File: config.mk
export PLATFORM = sky130hd
export DESIGN_NAME = stepper_phase_sequencer_with_rx_idle
export DESIGN_NICKNAME = d
export VERILOG_FILES = /design/src/rtl/spsrx_pkg.sv /design/src/rtl/stepper_phase_sequencer_with_rx_idle.sv
export SDC_FILE = /design/constraint.sdc
export NUM_CORES = 1
export LEC_CHECK = 0
export BUFFER_PORTS_ARGS = -buffer_cell sky130_fd_sc_hd__clkbuf_2
export CORE_MARGIN = 5
export CORE_UTILIZATION = 25
export DETAILED_ROUTE_END_ITERATION = 6
export PLACE_DENSITY = 0.41
export SLEW_MARGIN = 20
export SYNTH_ARGS = -nofsm -noshare
export SYNTH_HDL_FRONTEND = slang
export SYNTH_SLANG_ARGS = --single-unit
export TNS_END_PERCENT = 30
File: constraint.sdc
create_clock -name clk -period 3.22 [get_ports clk]
set_input_delay 0.483 -clock clk [delete_from_list [all_inputs] [get_ports clk]]
set_output_delay 0.483 -clock clk [all_outputs]
set_load 0.02 [all_outputs]
File: src/rtl/spsrx_pkg.sv
// Shared types, codes and coil tables for the stepper phase sequencer.
package spsrx_pkg;

  // Input word operations
  typedef enum logic [1:0] {
    OP_TICK  = 2'd0,
    OP_RX0   = 2'd1,
    OP_RX1   = 2'd2,
    OP_START = 2'd3
  } op_t;

  // Direction codes
  localparam logic [1:0] DIR_CW   = 2'd0;
  localparam logic [1:0] DIR_CCW  = 2'd1;
  localparam logic [1:0] DIR_STOP = 2'd2;

  // Configuration register indexes
  typedef enum logic [1:0] {
    CFG_HALF_STEP  = 2'd0,
    CFG_STEP_LIMIT = 2'd1,
    CFG_IDLE_LIMIT = 2'd2
  } cfg_idx_t;

  localparam int CFG_DATA_W = 16;

  // Reset values of the configuration registers
  localparam logic        HALF_STEP_RST  = 1'b1;
  localparam logic [15:0] STEP_LIMIT_RST = 16'd0;
  localparam logic [3:0]  IDLE_LIMIT_RST = 4'd10;
  localparam logic [3:0]  IDLE_SAT       = 4'd15;

  typedef struct packed {
    logic [1:0] operation;
    logic [7:0] rx_byte;
    logic [1:0] run_direction;
  } in_word_t;

  typedef struct packed {
    logic [3:0] coil_pattern;
    logic       coils_on;
    logic       limit_reached;
    logic [1:0] current_direction;
    logic       frame_ready;
    logic       second_rx_seen;
    logic [7:0] first_fill;
    logic [7:0] second_fill;
  } out_word_t;

  // Coil tables, indexed by phase
  localparam logic [3:0] HALF_CCW [8] = '{4'h9, 4'h1, 4'h3, 4'h2, 4'h6, 4'h4, 4'hc, 4'h8};
  localparam logic [3:0] HALF_CW  [8] = '{4'h8, 4'hc, 4'h4, 4'h6, 4'h2, 4'h3, 4'h1, 4'h9};
  localparam logic [3:0] FULL_CCW [4] = '{4'he, 4'hd, 4'hb, 4'h7};
  localparam logic [3:0] FULL_CW  [4] = '{4'he, 4'h7, 4'hb, 4'hd};

  // Coil pattern for a running direction (cw when ccw is low)
  function automatic logic [3:0] coil_lookup(input logic ccw, input logic half,
                                             input logic [2:0] phase);
    logic [3:0] pat;
    if (half) begin
      pat = ccw ? HALF_CCW[phase] : HALF_CW[phase];
    end else begin
      pat = ccw ? FULL_CCW[phase[1:0]] : FULL_CW[phase[1:0]];
    end
    return pat;
  endfunction

endpackage

File: src/rtl/stepper_phase_sequencer_with_rx_idle.sv
// Stepper phase sequencer with two receive buffers and an idle frame timer.
//
//   channel  direction  handshake          payload
//   in_      input      in_valid/in_stall  in_data   (in_word_t)
//   out_     output     out_valid/out_stall out_data (out_word_t)
//   cfg_     input      cfg_valid/cfg_ready cfg_index, cfg_data
//
// One word per clock: every input word updates the state in the cycle it is
// accepted and its result word is registered, visible the next cycle.
// Input is stalled only while a result word is held by out_stall.
// rst_n is synchronous; it clears control state and loads config defaults.
// Receive buffers need no clearing; their contents are write-only storage.
module stepper_phase_sequencer_with_rx_idle
  import spsrx_pkg::*;
#(
  parameter int BUFFER_DEPTH = 128
) (
  input  logic                  clk,
  input  logic                  rst_n,
  input  logic                  in_valid,
  output logic                  in_stall,
  input  in_word_t              in_data,
  output logic                  out_valid,
  input  logic                  out_stall,
  output out_word_t             out_data,
  input  logic                  cfg_valid,
  output logic                  cfg_ready,
  input  logic [1:0]            cfg_index,
  input  logic [CFG_DATA_W-1:0] cfg_data
);

  localparam int AW = $clog2(BUFFER_DEPTH);
  localparam int CW = $clog2(BUFFER_DEPTH + 1);
  localparam logic [CW-1:0] DEPTH_C = CW'(BUFFER_DEPTH);

  // Configuration registers
  logic        half_step_r;
  logic [15:0] step_limit_r;
  logic [3:0]  idle_limit_r;

  // Sequencer and receive state
  logic [2:0]    phase_r, phase_nxt;
  logic [16:0]   tick_cnt_r, tick_cnt_nxt;
  logic [1:0]    dir_r, dir_nxt;
  logic          done_r, done_nxt;
  logic [3:0]    drive_bits_r, drive_bits_nxt;
  logic          drive_en_r, drive_en_nxt;
  logic [3:0]    idle_r, idle_nxt;
  logic          frame_r, frame_nxt;
  logic          second_r, second_nxt;
  logic [CW-1:0] first_cnt_r, first_cnt_nxt;
  logic [CW-1:0] second_cnt_r, second_cnt_nxt;

  logic [7:0] first_buf  [BUFFER_DEPTH];
  logic [7:0] second_buf [BUFFER_DEPTH];

  logic          out_valid_r;
  out_word_t     out_data_r, out_data_nxt;
  logic          in_acc;
  logic          first_wr, second_wr;
  logic [2:0]    phase_inc;
  logic [3:0]    idle_inc;
  logic [CW+7:0] first_ext, second_ext;

  assign cfg_ready = 1'b1;
  assign in_stall  = out_valid_r & out_stall;
  assign in_acc    = in_valid & ~in_stall;
  assign out_valid = out_valid_r;
  assign out_data  = out_data_r;

  assign first_wr  = in_acc && (in_data.operation == OP_RX0) && (first_cnt_r < DEPTH_C);
  assign second_wr = in_acc && (in_data.operation == OP_RX1) && (second_cnt_r < DEPTH_C);

  // Configuration writes
  always_ff @(posedge clk) begin
    if (!rst_n) begin
      half_step_r  <= HALF_STEP_RST;
      step_limit_r <= STEP_LIMIT_RST;
      idle_limit_r <= IDLE_LIMIT_RST;
    end else if (cfg_valid && cfg_ready) begin
      unique case (cfg_index)
        CFG_HALF_STEP:  half_step_r  <= cfg_data[0];
        CFG_STEP_LIMIT: step_limit_r <= cfg_data[15:0];
        CFG_IDLE_LIMIT: idle_limit_r <= cfg_data[3:0];
        default: ;
      endcase
    end
  end

  // Next state for one input word
  always_comb begin
    phase_nxt      = phase_r;
    tick_cnt_nxt   = tick_cnt_r;
    dir_nxt        = dir_r;
    done_nxt       = done_r;
    drive_bits_nxt = drive_bits_r;
    drive_en_nxt   = drive_en_r;
    idle_nxt       = idle_r;
    frame_nxt      = frame_r;
    second_nxt     = second_r;
    first_cnt_nxt  = first_cnt_r;
    second_cnt_nxt = second_cnt_r;
    phase_inc      = 3'd0;
    idle_inc       = 4'd0;

    unique case (in_data.operation)
      OP_TICK: begin
        // coil drive from the state before this tick
        if (dir_r == DIR_CW || dir_r == DIR_CCW) begin
          drive_bits_nxt = coil_lookup(dir_r == DIR_CCW, half_step_r, phase_r);
          drive_en_nxt   = 1'b1;
        end else begin
          drive_bits_nxt = 4'd0;
          drive_en_nxt   = 1'b0;
        end
        // step count and limit stop
        if (tick_cnt_r <= {1'b0, step_limit_r}) begin
          tick_cnt_nxt = tick_cnt_r + 17'd1;
          phase_inc    = phase_r + 3'd1;
        end else begin
          dir_nxt      = DIR_STOP;
          done_nxt     = 1'b1;
          tick_cnt_nxt = 17'd0;
          phase_inc    = 3'd1;
        end
        // phase wrap at the step mode
        if (!half_step_r && phase_inc[2]) begin
          phase_nxt = 3'd0;
        end else begin
          phase_nxt = phase_inc;
        end
        // idle timer, saturating
        idle_inc = (idle_r < IDLE_SAT) ? idle_r + 4'd1 : idle_r;
        if (idle_inc >= idle_limit_r) begin
          idle_nxt      = 4'd0;
          frame_nxt     = 1'b1;
          first_cnt_nxt = '0;
        end else begin
          idle_nxt = idle_inc;
        end
      end
      OP_RX0: begin
        if (first_cnt_r < DEPTH_C) first_cnt_nxt = first_cnt_r + CW'(1);
        idle_nxt = 4'd0;
      end
      OP_RX1: begin
        if (second_cnt_r < DEPTH_C) second_cnt_nxt = second_cnt_r + CW'(1);
        idle_nxt   = 4'd0;
        second_nxt = 1'b1;
      end
      OP_START: begin
        dir_nxt = (in_data.run_direction > DIR_STOP) ? DIR_STOP : in_data.run_direction;
      end
      default: ;
    endcase
  end

  // Result word from the next state
  assign first_ext  = {8'd0, first_cnt_nxt};
  assign second_ext = {8'd0, second_cnt_nxt};

  always_comb begin
    out_data_nxt.coil_pattern      = drive_bits_nxt;
    out_data_nxt.coils_on          = drive_en_nxt;
    out_data_nxt.limit_reached     = done_nxt;
    out_data_nxt.current_direction = dir_nxt;
    out_data_nxt.frame_ready       = frame_nxt;
    out_data_nxt.second_rx_seen    = second_nxt;
    out_data_nxt.first_fill        = first_ext[7:0];
    out_data_nxt.second_fill       = second_ext[7:0];
  end

  // State registers
  always_ff @(posedge clk) begin
    if (!rst_n) begin
      phase_r      <= 3'd0;
      tick_cnt_r   <= 17'd0;
      dir_r        <= DIR_STOP;
      done_r       <= 1'b0;
      drive_bits_r <= 4'd0;
      drive_en_r   <= 1'b0;
      idle_r       <= 4'd0;
      frame_r      <= 1'b0;
      second_r     <= 1'b0;
      first_cnt_r  <= '0;
      second_cnt_r <= '0;
    end else if (in_acc) begin
      phase_r      <= phase_nxt;
      tick_cnt_r   <= tick_cnt_nxt;
      dir_r        <= dir_nxt;
      done_r       <= done_nxt;
      drive_bits_r <= drive_bits_nxt;
      drive_en_r   <= drive_en_nxt;
      idle_r       <= idle_nxt;
      frame_r      <= frame_nxt;
      second_r     <= second_nxt;
      first_cnt_r  <= first_cnt_nxt;
      second_cnt_r <= second_cnt_nxt;
    end
  end

  // Receive buffers
  always_ff @(posedge clk) begin
    if (first_wr) first_buf[first_cnt_r[AW-1:0]] <= in_data.rx_byte;
  end

  always_ff @(posedge clk) begin
    if (second_wr) second_buf[second_cnt_r[AW-1:0]] <= in_data.rx_byte;
  end

  // Result register
  always_ff @(posedge clk) begin
    if (!rst_n) begin
      out_valid_r <= 1'b0;
    end else if (in_acc) begin
      out_valid_r <= 1'b1;
    end else if (!out_stall) begin
      out_valid_r <= 1'b0;
    end
  end

  always_ff @(posedge clk) begin
    if (in_acc) out_data_r <= out_data_nxt;
  end

endmodule

# Word-level counts from Yosys, hierarchy flattened
# Memory sizes are Yosys's and may differ from the RTL's.
# Index checks and enable logic that the tools add are counted.
[op_classes]
n_addsub = 5
magnitude_cmp = 8
eq_ne = 7
n_mux = 39
bitwise = 5
n_reduce_logical = 13
[op_table]
columns = ["operator", "n"]
rows = [
  ["4-bit 2-to-1 mux", 15],
  ["8-bit 2-to-1 mux", 4],
  ["17-bit by 1-bit adder with 17-bit output (second input constant)", 1],
  ["17-bit by 16-bit less-or-equal comparator with 1-bit output", 1],
  ["17-bit 2-to-1 mux", 1],
  ["8-bit by 1-bit adder with 8-bit output (second input constant)", 2],
  ["4-bit binary-select mux with 2-bit select", 2],
  ["8-bit less-than comparator (second input constant)", 2],
  ["8-bit one-hot mux with 2 select lines", 1],
  ["2-bit AND reduction", 5],
  ["1-bit 2-to-1 mux", 9],
  ["3-bit 2-to-1 mux", 3],
  ["4-bit one-hot mux with 2 select lines", 1],
  ["2-bit by 1-bit == test with 1-bit output (second input constant)", 3],
  ["2-bit == test (second input constant)", 3],
  ["2-bit logical NOT", 3],
  ["4-bit by 1-bit adder with 4-bit output (second input constant)", 1],
  ["4-bit greater-or-equal comparator", 1],
  ["4-bit greater-or-equal comparator (second input constant)", 1],
  ["4-bit less-than comparator (second input constant)", 1],
  ["2-bit 2-to-1 mux", 2],
  ["3-bit NOT with 4-bit output", 1],
  ["2-bit one-hot mux with 2 select lines", 1],
  ["3-bit by 1-bit adder with 3-bit output (second input constant)", 1],
  ["other kinds (11)", 12],
]
[word_totals]
register_bits = 98
romBits = 64
input_bits = 35
elab_cells = 102
n_memories = 2
[mem_list]
columns = ["name", "words", "width", "rd", "rd_clocked_by_memory_dff", "wr", "line_no", "rtl"]
rows = [
  ["(name not given)", 8, 4, 1, 0, 0, "spsrx_pkg.sv:60", "pat = ccw ? HALF_CCW[phase] : HALF_CW[phase];"],
  ["(name not given)", 8, 4, 1, 0, 0, "spsrx_pkg.sv:60", ""],
]

# Logic depth before layout (Yosys ltp)
# Gate-level depths: netlist of run 1.
[logic_depth]
word_depth = 8
ltp_mapped = 10

# Worst setup path after synthesis of run 1
# OpenSTA, ideal clock, no wires.
[synth_path]
path_kind = "reg-to-reg"
start = "reg idle_r[0]"
end = "reg first_cnt_r[4]"
setup_ns = 0.092
t_arrival_ns = 2.344
required_ns = 3.128
path_slack_ns = 0.784
stages_incl_launch_ff = 10
n_path_buf = 0
cell_sequence = "dfxtp_1 -> ha_1 -> nand3_1 -> mux2_2 -> ha_1 -> a21o_1 -> a21o_1 -> a31oi_2 -> nor2_1 -> o32ai_1"
[synth_between]
elab_chain_cells = 5
[synth_lines]
columns = ["item", "line_no", "rtl"]
rows = [
  ["start: declaration", "stepper_phase_sequencer_with_rx_idle.sv:48", "logic [3:0] idle_r, idle_nxt;"],
  ["start signal: assignment", "stepper_phase_sequencer_with_rx_idle.sv:194", "idle_r <= idle_nxt;"],
  ["4-bit by 1-bit adder with 4-bit output / 4-bit less-than comparator (equally long branches)", "stepper_phase_sequencer_with_rx_idle.sv:133", "idle_inc = (idle_r < IDLE_SAT) ? idle_r + 4'd1 : idle_r;"],
  ["4-bit 2-to-1 mux (*)", "stepper_phase_sequencer_with_rx_idle.sv:133", ""],
  ["4-bit greater-or-equal comparator (*)", "stepper_phase_sequencer_with_rx_idle.sv:134", "if (idle_inc >= idle_limit_r) begin"],
  ["8-bit 2-to-1 mux (*)", "stepper_phase_sequencer_with_rx_idle.sv:134", ""],
  ["8-bit one-hot mux with 2 select lines (*)", "stepper_phase_sequencer_with_rx_idle.sv:106", "unique case (in_data.operation)"],
  ["end signal: assignment", "stepper_phase_sequencer_with_rx_idle.sv:197", "first_cnt_r <= first_cnt_nxt;"],
  ["end: declaration", "stepper_phase_sequencer_with_rx_idle.sv:51", "logic [CW-1:0] first_cnt_r, first_cnt_nxt;"],
]
# Mark *: on every way between the ends. The rest lies on a longest branch, timed or not.
# A chain may end at the register's enable or synchronous reset.

# Worst setup path in the final report of run 1
# Ends and elaborated chain as after synthesis.

==> results_dict.tcl, run 1 <==
set metrics [dict create \
    outcome "completed" \
    synth_async_sr_flop_share_pct 0 \
    syn_inst 564 \
    clk_path_buf_depth 2 \
    floorplan.die.height_um 151.7 \
    grt.total_usage_pct 10.32 \
    postSynthAreaPerCell_um2 8.905 \
    drt-initial-drc-count 137 \
    setup_viol_count_final 0 \
    fin_cells 883 \
    report.final.hold_viol_count 0 \
    ys_warn_count 0 \
    drt_wl_total_um 11250 \
    layout-area-overhead-vs-synth_pct 16.89 \
    die_width_um 151.7 \
    critPathCaptureType "register" \
    globalRoute.totalOverflow 0 \
    power.density_cell_area_nw_per_um2 451.3 \
    initial_antenna_violation_count 0 \
    most_frequent_standard_cell_in_the_layout_excluding_fill_and_tap_cells "nand2_1" \
    numPortBuffers 54 \
    cts_post_setup_buffers_inserted 0 \
    worst-endpoint-arrival_ps 3080 \
    fmaxAchievable_mhz 354.6 \
    most_frequent_cells_in_the_layout "nand2_1, dfxtp_1, clkbuf_2, nor2_1, a21oi_1" \
    yosys_register_bits 98 \
    fin_setup_tns_ps 0 \
    netlist.area_leader.share_pct 28.70 \
    slew_headroom_pct 58.08 \
    cts_tree "built" \
    floorplan.core_area_um2 19590 \
    reg2reg_depth 10 \
    route.antenna.remaining_nets 0 \
    clock_sinks 98 \
    max_slew.worst_pin.slew_ps 626.9 \
    die_area_um2 23020 \
    hold_depth 2 \
    post-route-util_pct 29.97 \
    drc 0 \
    synth_flop_cell "dfxtp_1" \
    path_category_of_the_worst_min_delay_check "primary input to register" \
    critPathMaxFanout 8 \
    drt-vias-per-instance 4.437 \
    post_synth_main_area_contributors "dfxtp_1, edfxtp_1, ha_1" \
    detailedPlacementHpwl_um 8296 \
    cap_violations 0 \
    starting_density_of_the_core_pct 25.64 \
    cts.reportedPaths.clkPinSlew_ps 70 \
    clock_tree.root_cell "clkbuf_16" \
    rsz0062_at_grt "no" \
    post-route-min-period_ps 2820 \
    final_layout_size_suffix_gt1_share_pct 14.89 \
    place.gp.congestion 0.7588 \
    skew_ps 6.715 \
    leak_pwr_uw 0.002299 \
    worstPathRequired_ps 3480 \
    timing_worst_setup_path_type "register to register" \
    setup.worst_path.start_class "register" \
    worst_skew_pair.late_latency_ps 350 \
    top_cell_type_by_total_area_after_synthesis "dfxtp_1" \
    synth_enable_flop_cells 26 \
    grt_pass1_wl_um 18880 \
    vias_in_the_first_global_route 3866 \
    layout.filler_cells 2079 \
    post_synth_instance_area_um2 5022 \
    detailedRoute.firstPassIterationCount 4 \
    rows 51 \
    share_of_synthesized_area_occupied_by_flip_flops_and_latches_pct 44.25 \
    post-route-period-util_pct 87.57 \
    cts-htree-levels 3 \
    post_cts_resize_count 0 \
    power.ir.vdd_worst_mv 0.2875 \
    synth_cell_type_count 62 \
    cts_hold_buf 0 \
    slew_viol_final 0 \
    placed_cells_incl_taps 867 \
    floorplan.io_pins 64 \
    count_of_nets_after_finishing 683 \
    numCtsBuffers 9 \
    pin_count_of_the_biggest_net_entering_global_routing 36 \
    count_of_inserted_antenna_diode_cells 0 \
    wl_per_cell_um 12.73 \
    synthesis.nets 634 \
    count_of_vias_placed_by_the_detailed_router 3918 \
]
## metal layers
metal	track usage, %	wire [µm]	share of wire [%]
met5	0	0	0
met4	2.156	98	0.87
met3	3.183	485	4.3
met2	16.78	5146	46
met1	13.55	5515	49
## stage by stage
stage	worst slack (ps)	power, µW	cell area (µm²)	hold slack [ps]
6_report	400.1	2650	5871	351.9
5_1_grt	69.09	2797	5871	342.0
4_1_cts	383.0	2702	5871	333.1
3_5_place_dp	430.7	1638	5585	449.1
3_3_place_gp	479.6	1635	5585	439.4
2_1_floorplan	784.1	1544	5022	429.3
## where the power goes
group          total, µW  switching, µW  internal [µW]
clock               1050            507            539
combinational        277            178           99.2
sequential          1330           22.5           1300
## critical path: stages (launching register included)
cell and delay (ps):
dfxtp_1 430, ha_1 250, nand3_1 180, xnor2_1 220
ha_1 260, nand2b_1 140, a21o_1 180, a21o_1 200
a31oi_2 400, nor2_1 220, o32ai_1 260
## synth_stat cells, types with 2 or more instances
master and count:
nand2b_1 6, o22ai_1 9, ha_1 35, and3_1 4, a211o_1 2, o21ai_0 25
nand3b_1 2, nor3_1 15, clkbuf_1 21, nor2b_1 6, o21a_1 6, xor2_1 14
inv_1 34, mux2_2 4, a2bb2oi_1 3, edfxtp_1 26, o21bai_1 2, a21oi_1 49
or3_1 4, a31oi_1 2, nand4_1 8, a211oi_1 3, mux2i_1 7, nor2_1 52
dfxtp_1 72, nand2_1 79, and4_1 4, o2bb2ai_1 2, a21o_1 7, nand3_1 20
xnor2_1 10
## cell type report
cell class                      instances  area (µm²)  area share (%)
Timing Repair Buffer                   63       337.8           5.754
Sequential cell                        98        2222           37.85
Multi-Input combinational cell        407        2566           43.71
Clock buffer                            9       225.2           3.836
Inverter                               34       127.6           2.174
Clock inverter                          7       60.06           1.023
Tap cell                              265       331.6           5.648
## final timing paths
kind	from	endpoint	slack (ps)
max reg2reg	idle_r[0]	first_cnt_r[4]	400
min	in_valid	out_valid	350
min reg2reg	step_limit_r[7]	step_limit_r[7]	450
max	idle_r[0]	first_cnt_r[4]	400
## state kept, by name, indices dropped and copies added (netlist names), 2 cells and up
signal / flops
out_data: 26
first_cnt_r: 8
idle_r: 4
second_cnt_r: 8
drive_bits_r: 4
idle_limit_r: 4
dir_r: 2
step_limit_r: 16
phase_r: 3
tick_cnt_r: 17
## logic make-up (layout without fill, tap and decap cells)
| family | Yosys count | after routing | synth area share (%) |
|---|---|---|---|
| flip-flops | 98 | 98 | 44.25 |
| other | 1 | 1 | 0.07467 |
| buffers and inverters | 59 | 113 | 4.659 |
| AND/OR/NAND/NOR | 210 | 210 | 19.81 |
| XOR/XNOR | 24 | 24 | 4.185 |
| multiplexers | 11 | 11 | 2.292 |
| adder cells (fa/ha/maj) | 35 | 35 | 8.719 |
| AO/OA/AOI/OAI | 126 | 126 | 16.02 |
Note: power is estimated with default switching activity, not from simulation.
==> run 2: changes to the inputs <==
--- a/config.mk
+++ b/config.mk
@@ -5,6 +5,7 @@
 export SDC_FILE = /design/constraint.sdc
 export NUM_CORES = 1
 export LEC_CHECK = 0
+export ABC_AREA = 1
 export BUFFER_PORTS_ARGS = -buffer_cell sky130_fd_sc_hd__clkbuf_2
 export CORE_MARGIN = 5
 export CORE_UTILIZATION = 25
==> run 2 against run 1 <==
Clock skew increased by 2.0 ps. Flip-flop and latch count unchanged. Worst setup slack improved by 230 ps. Power increased by 11%. Worst hold slack improved by 15 ps. Final cell count increased by 11%. Via count increased by 9.0%. Register-to-register slack improved by 230 ps. Wire length increased by 5.5%. Die area increased by 1.9%. Critical path type unchanged. Critical endpoint is now idle_r[0]. Largest cell class unchanged. Highest routed layer unchanged.
==> results_dict.tcl, run 2 <==
set metrics [dict create \
    skew_ps 8.714 \
    path_category_of_the_worst_min_delay_check "primary input to register" \
    floorplan.die.height_um 153.1 \
    post_synth_main_area_contributors "dfxtp_1, edfxtp_1, nand2_1" \
    route.antenna.remaining_nets 0 \
    detailedRoute.firstPassIterationCount 4 \
    vias_in_the_first_global_route 4241 \
    rows 52 \
    worst-endpoint-arrival_ps 2890 \
    globalRoute.totalOverflow 0 \
    cts-htree-levels 3 \
    report.final.hold_viol_count 0 \
    path_common_cell "nand2_1" \
    fin_cells 984 \
    clk_path_buf_depth 2 \
    pin_count_of_the_biggest_net_entering_global_routing 47 \
    synth_enable_flop_cells 26 \
    die_area_um2 23450 \
    top_cell_type_by_total_area_after_synthesis "dfxtp_1" \
    floorplan.core_area_um2 20230 \
    drt-vias-per-instance 4.341 \
    fin_setup_tns_ps 0 \
    layout-area-overhead-vs-synth_pct 17.54 \
    worstPathRequired_ps 3510 \
    count_of_vias_placed_by_the_detailed_router 4272 \
    reg2reg_slack_ps 630 \
    worst_skew_pair.late_latency_ps 350 \
    cts_tree "built" \
    post-route-min-period_ps 2595 \
    critPathCapture "idle_r[0]" \
    max_slew.worst_pin.slew_ps 819.5 \
    cts_post_setup_buffers_inserted 0 \
    critPathMaxFanout 4 \
    initial_antenna_violation_count 0 \
    path_cells "ha_1, nand2_1, inv_1, nand2_1, mux2_2, ha_1, inv_1, o21bai_1, a31oi_1, nand2_1, nor3_1, a22oi_1, nor2_1" \
    slew_viol_final 0 \
    setup.worst_path.start "idle_r[0]" \
    timing_worst_setup_path_type "register to register" \
    die_width_um 153.1 \
    yosys_register_bits 98 \
    worstHoldStart "cfg_data[1]" \
    cp_slowest_cell "nor3_1" \
    numPortBuffers 54 \
    setup_viol_count_final 0 \
    wl_met1_um 5428 \
    top_layer_used "met4" \
    most_frequent_standard_cell_in_the_layout_excluding_fill_and_tap_cells "nand2_1" \
    reg2reg_depth 13 \
    post-route-period-util_pct 80.58 \
    ys_warn_count 0 \
    layout.filler_cells 2162 \
    floorplan.io_pins 64 \
    drt_wl_total_um 11860 \
    critPathCaptureType "register" \
    grt_pass1_wl_um 20380 \
    count_of_inserted_antenna_diode_cells 0 \
    synth_async_sr_flop_share_pct 0 \
    drt-initial-drc-count 135 \
    drc 0 \
    most_frequent_cells_in_the_layout "nand2_1, inv_1, dfxtp_1, clkbuf_2, a21oi_1" \
    count_of_nets_after_finishing 779 \
    synthesis.nets 729 \
    rsz0062_at_grt "no" \
    cts.reportedPaths.clkPinSlew_ps 70 \
    starting_density_of_the_core_pct 25.32 \
    setup.worst_path.start_class "register" \
    synthTopCellsByCount "nand2_1, inv_1, dfxtp_1, a21oi_1, nor2_1" \
    leak_pwr_uw 0.002797 \
    cap_violations 0 \
    post_cts_resize_count 0 \
    power.density_cell_area_nw_per_um2 489.7 \
    grt.total_usage_pct 10.52 \
    outcome "completed" \
    post_synth_instance_area_um2 5122 \
    netlist.area_leader.share_pct 28.14 \
    syn_inst 659 \
    place.gp.congestion 0.8063 \
    met3RoutedLength_um 497 \
    clock_tree.root_cell "clkbuf_16" \
    postSynthAreaPerCell_um2 7.773 \
    synthMostInstantiatedCell "nand2_1" \
    wl_per_cell_um 12.05 \
    placed_cells_incl_taps 968 \
    share_of_synthesized_area_occupied_by_flip_flops_and_latches_pct 43.38 \
    critical_path.reg2reg.endpoint "idle_r[0]" \
    synth_cell_type_count 43 \
    detailedPlacementHpwl_um 8627 \
    largest_register_ff_count 26 \
    longest_individual_stage_delay_on_the_worst_path_ps 390 \
    final_layout_size_suffix_gt1_share_pct 13.45 \
    power.ir.vdd_worst_mv 0.2550 \
    synth_flop_cell "dfxtp_1" \
    numCtsBuffers 9 \
    fmaxAchievable_mhz 385.4 \
    clock_sinks 98 \
    timing.rr.start "idle_r[0]" \
    wl_met2_um 5799 \
    cts_hold_buf 0 \
    slew_headroom_pct 45.31 \
]
==> run 2: cell count changes after synthesis, sizes merged, moves of 7 or more <==
cell / change
nand3: +7
o211ai: +10
o22ai: -9
mux2i: -7
o21ai: +21
inv: +82
clkbuf: -7
nor3: -7
xnor2: -8
nand2: +57
==> run 2: layer usage <==
metal	global-route usage [%]	up-vias
met1	12.89	1964
li1	-	2222
met5	0	-
met3	2.601	11
met4	2.927	0
met2	18.36	75
==> run 2: per-stage QoR <==
step	hold WS, ps	worst slack, ps	util (%)	power (µW)	area [µm²]
2_1_floorplan	429.7	933.8	-	1624	5122
3_3_place_gp	439.2	752.7	28.07	1729	5679
3_5_place_dp	447.6	625.0	28.07	1737	5679
4_1_cts	356.9	605.3	29.76	3011	6021
5_1_grt	369.0	371.9	29.76	3116	6021
6_report	367.4	625.5	29.76	2948	6021
==> run 2: power by group <==
part	switching [µW]	internal (µW)	leakage [µW]
sequential	33.8	1330	0.000849
combinational	226	109	0.00178
clock	487	760	0.000166
total	747	2200	0.00280
==> run 2: cell families (layout without fill, tap and decap cells) <==
family | after synthesis | in the layout | share of synthesized area (%)
other | 1 | 1 | 0.07321
buffers and inverters | 137 | 192 | 10.36
muxes | 1 | 1 | 0.2198
xor gates and xnor gates | 14 | 14 | 2.394
adders and majority gates | 35 | 35 | 8.549
AOI/OAI and AO/OA | 124 | 124 | 13.29
and+or+nand+nor | 249 | 249 | 21.74
DFF | 98 | 98 | 43.38
==> run 2: critical path, delay by kind of cell, from the launching register on <==
family                     cells  cell delay [ps]
DFF                            1              350
buffers and inverters          2              100
AOI/OAI and AO/OA              3              360
and+or+nand+nor                5              840
muxes                          1              370
adders and majority gates      2              510
==> run 2: worst min-delay path by stage <==
stage                                 end  slack (ps)  cells after the start
final                     idle_limit_r[1]         370                      3
after global routing      idle_limit_r[3]         370                      3
after CTS                 idle_limit_r[3]         360                      3
after detailed placement          frame_r         450                      2
after global placement            frame_r         440                      2
after floorplan                    done_r         430                      2
==> run 2: layout make-up <==
class	instances	area, µm²	area share [%]
clock inverters	7	116.4	1.933
inverters	117	441.7	7.336
clock buffers	9	225.2	3.741
flip-flops and latches	98	2222	36.91
repair buffers	59	307.8	5.112
well taps	270	337.8	5.611
multi-input cells	424	2370	39.36
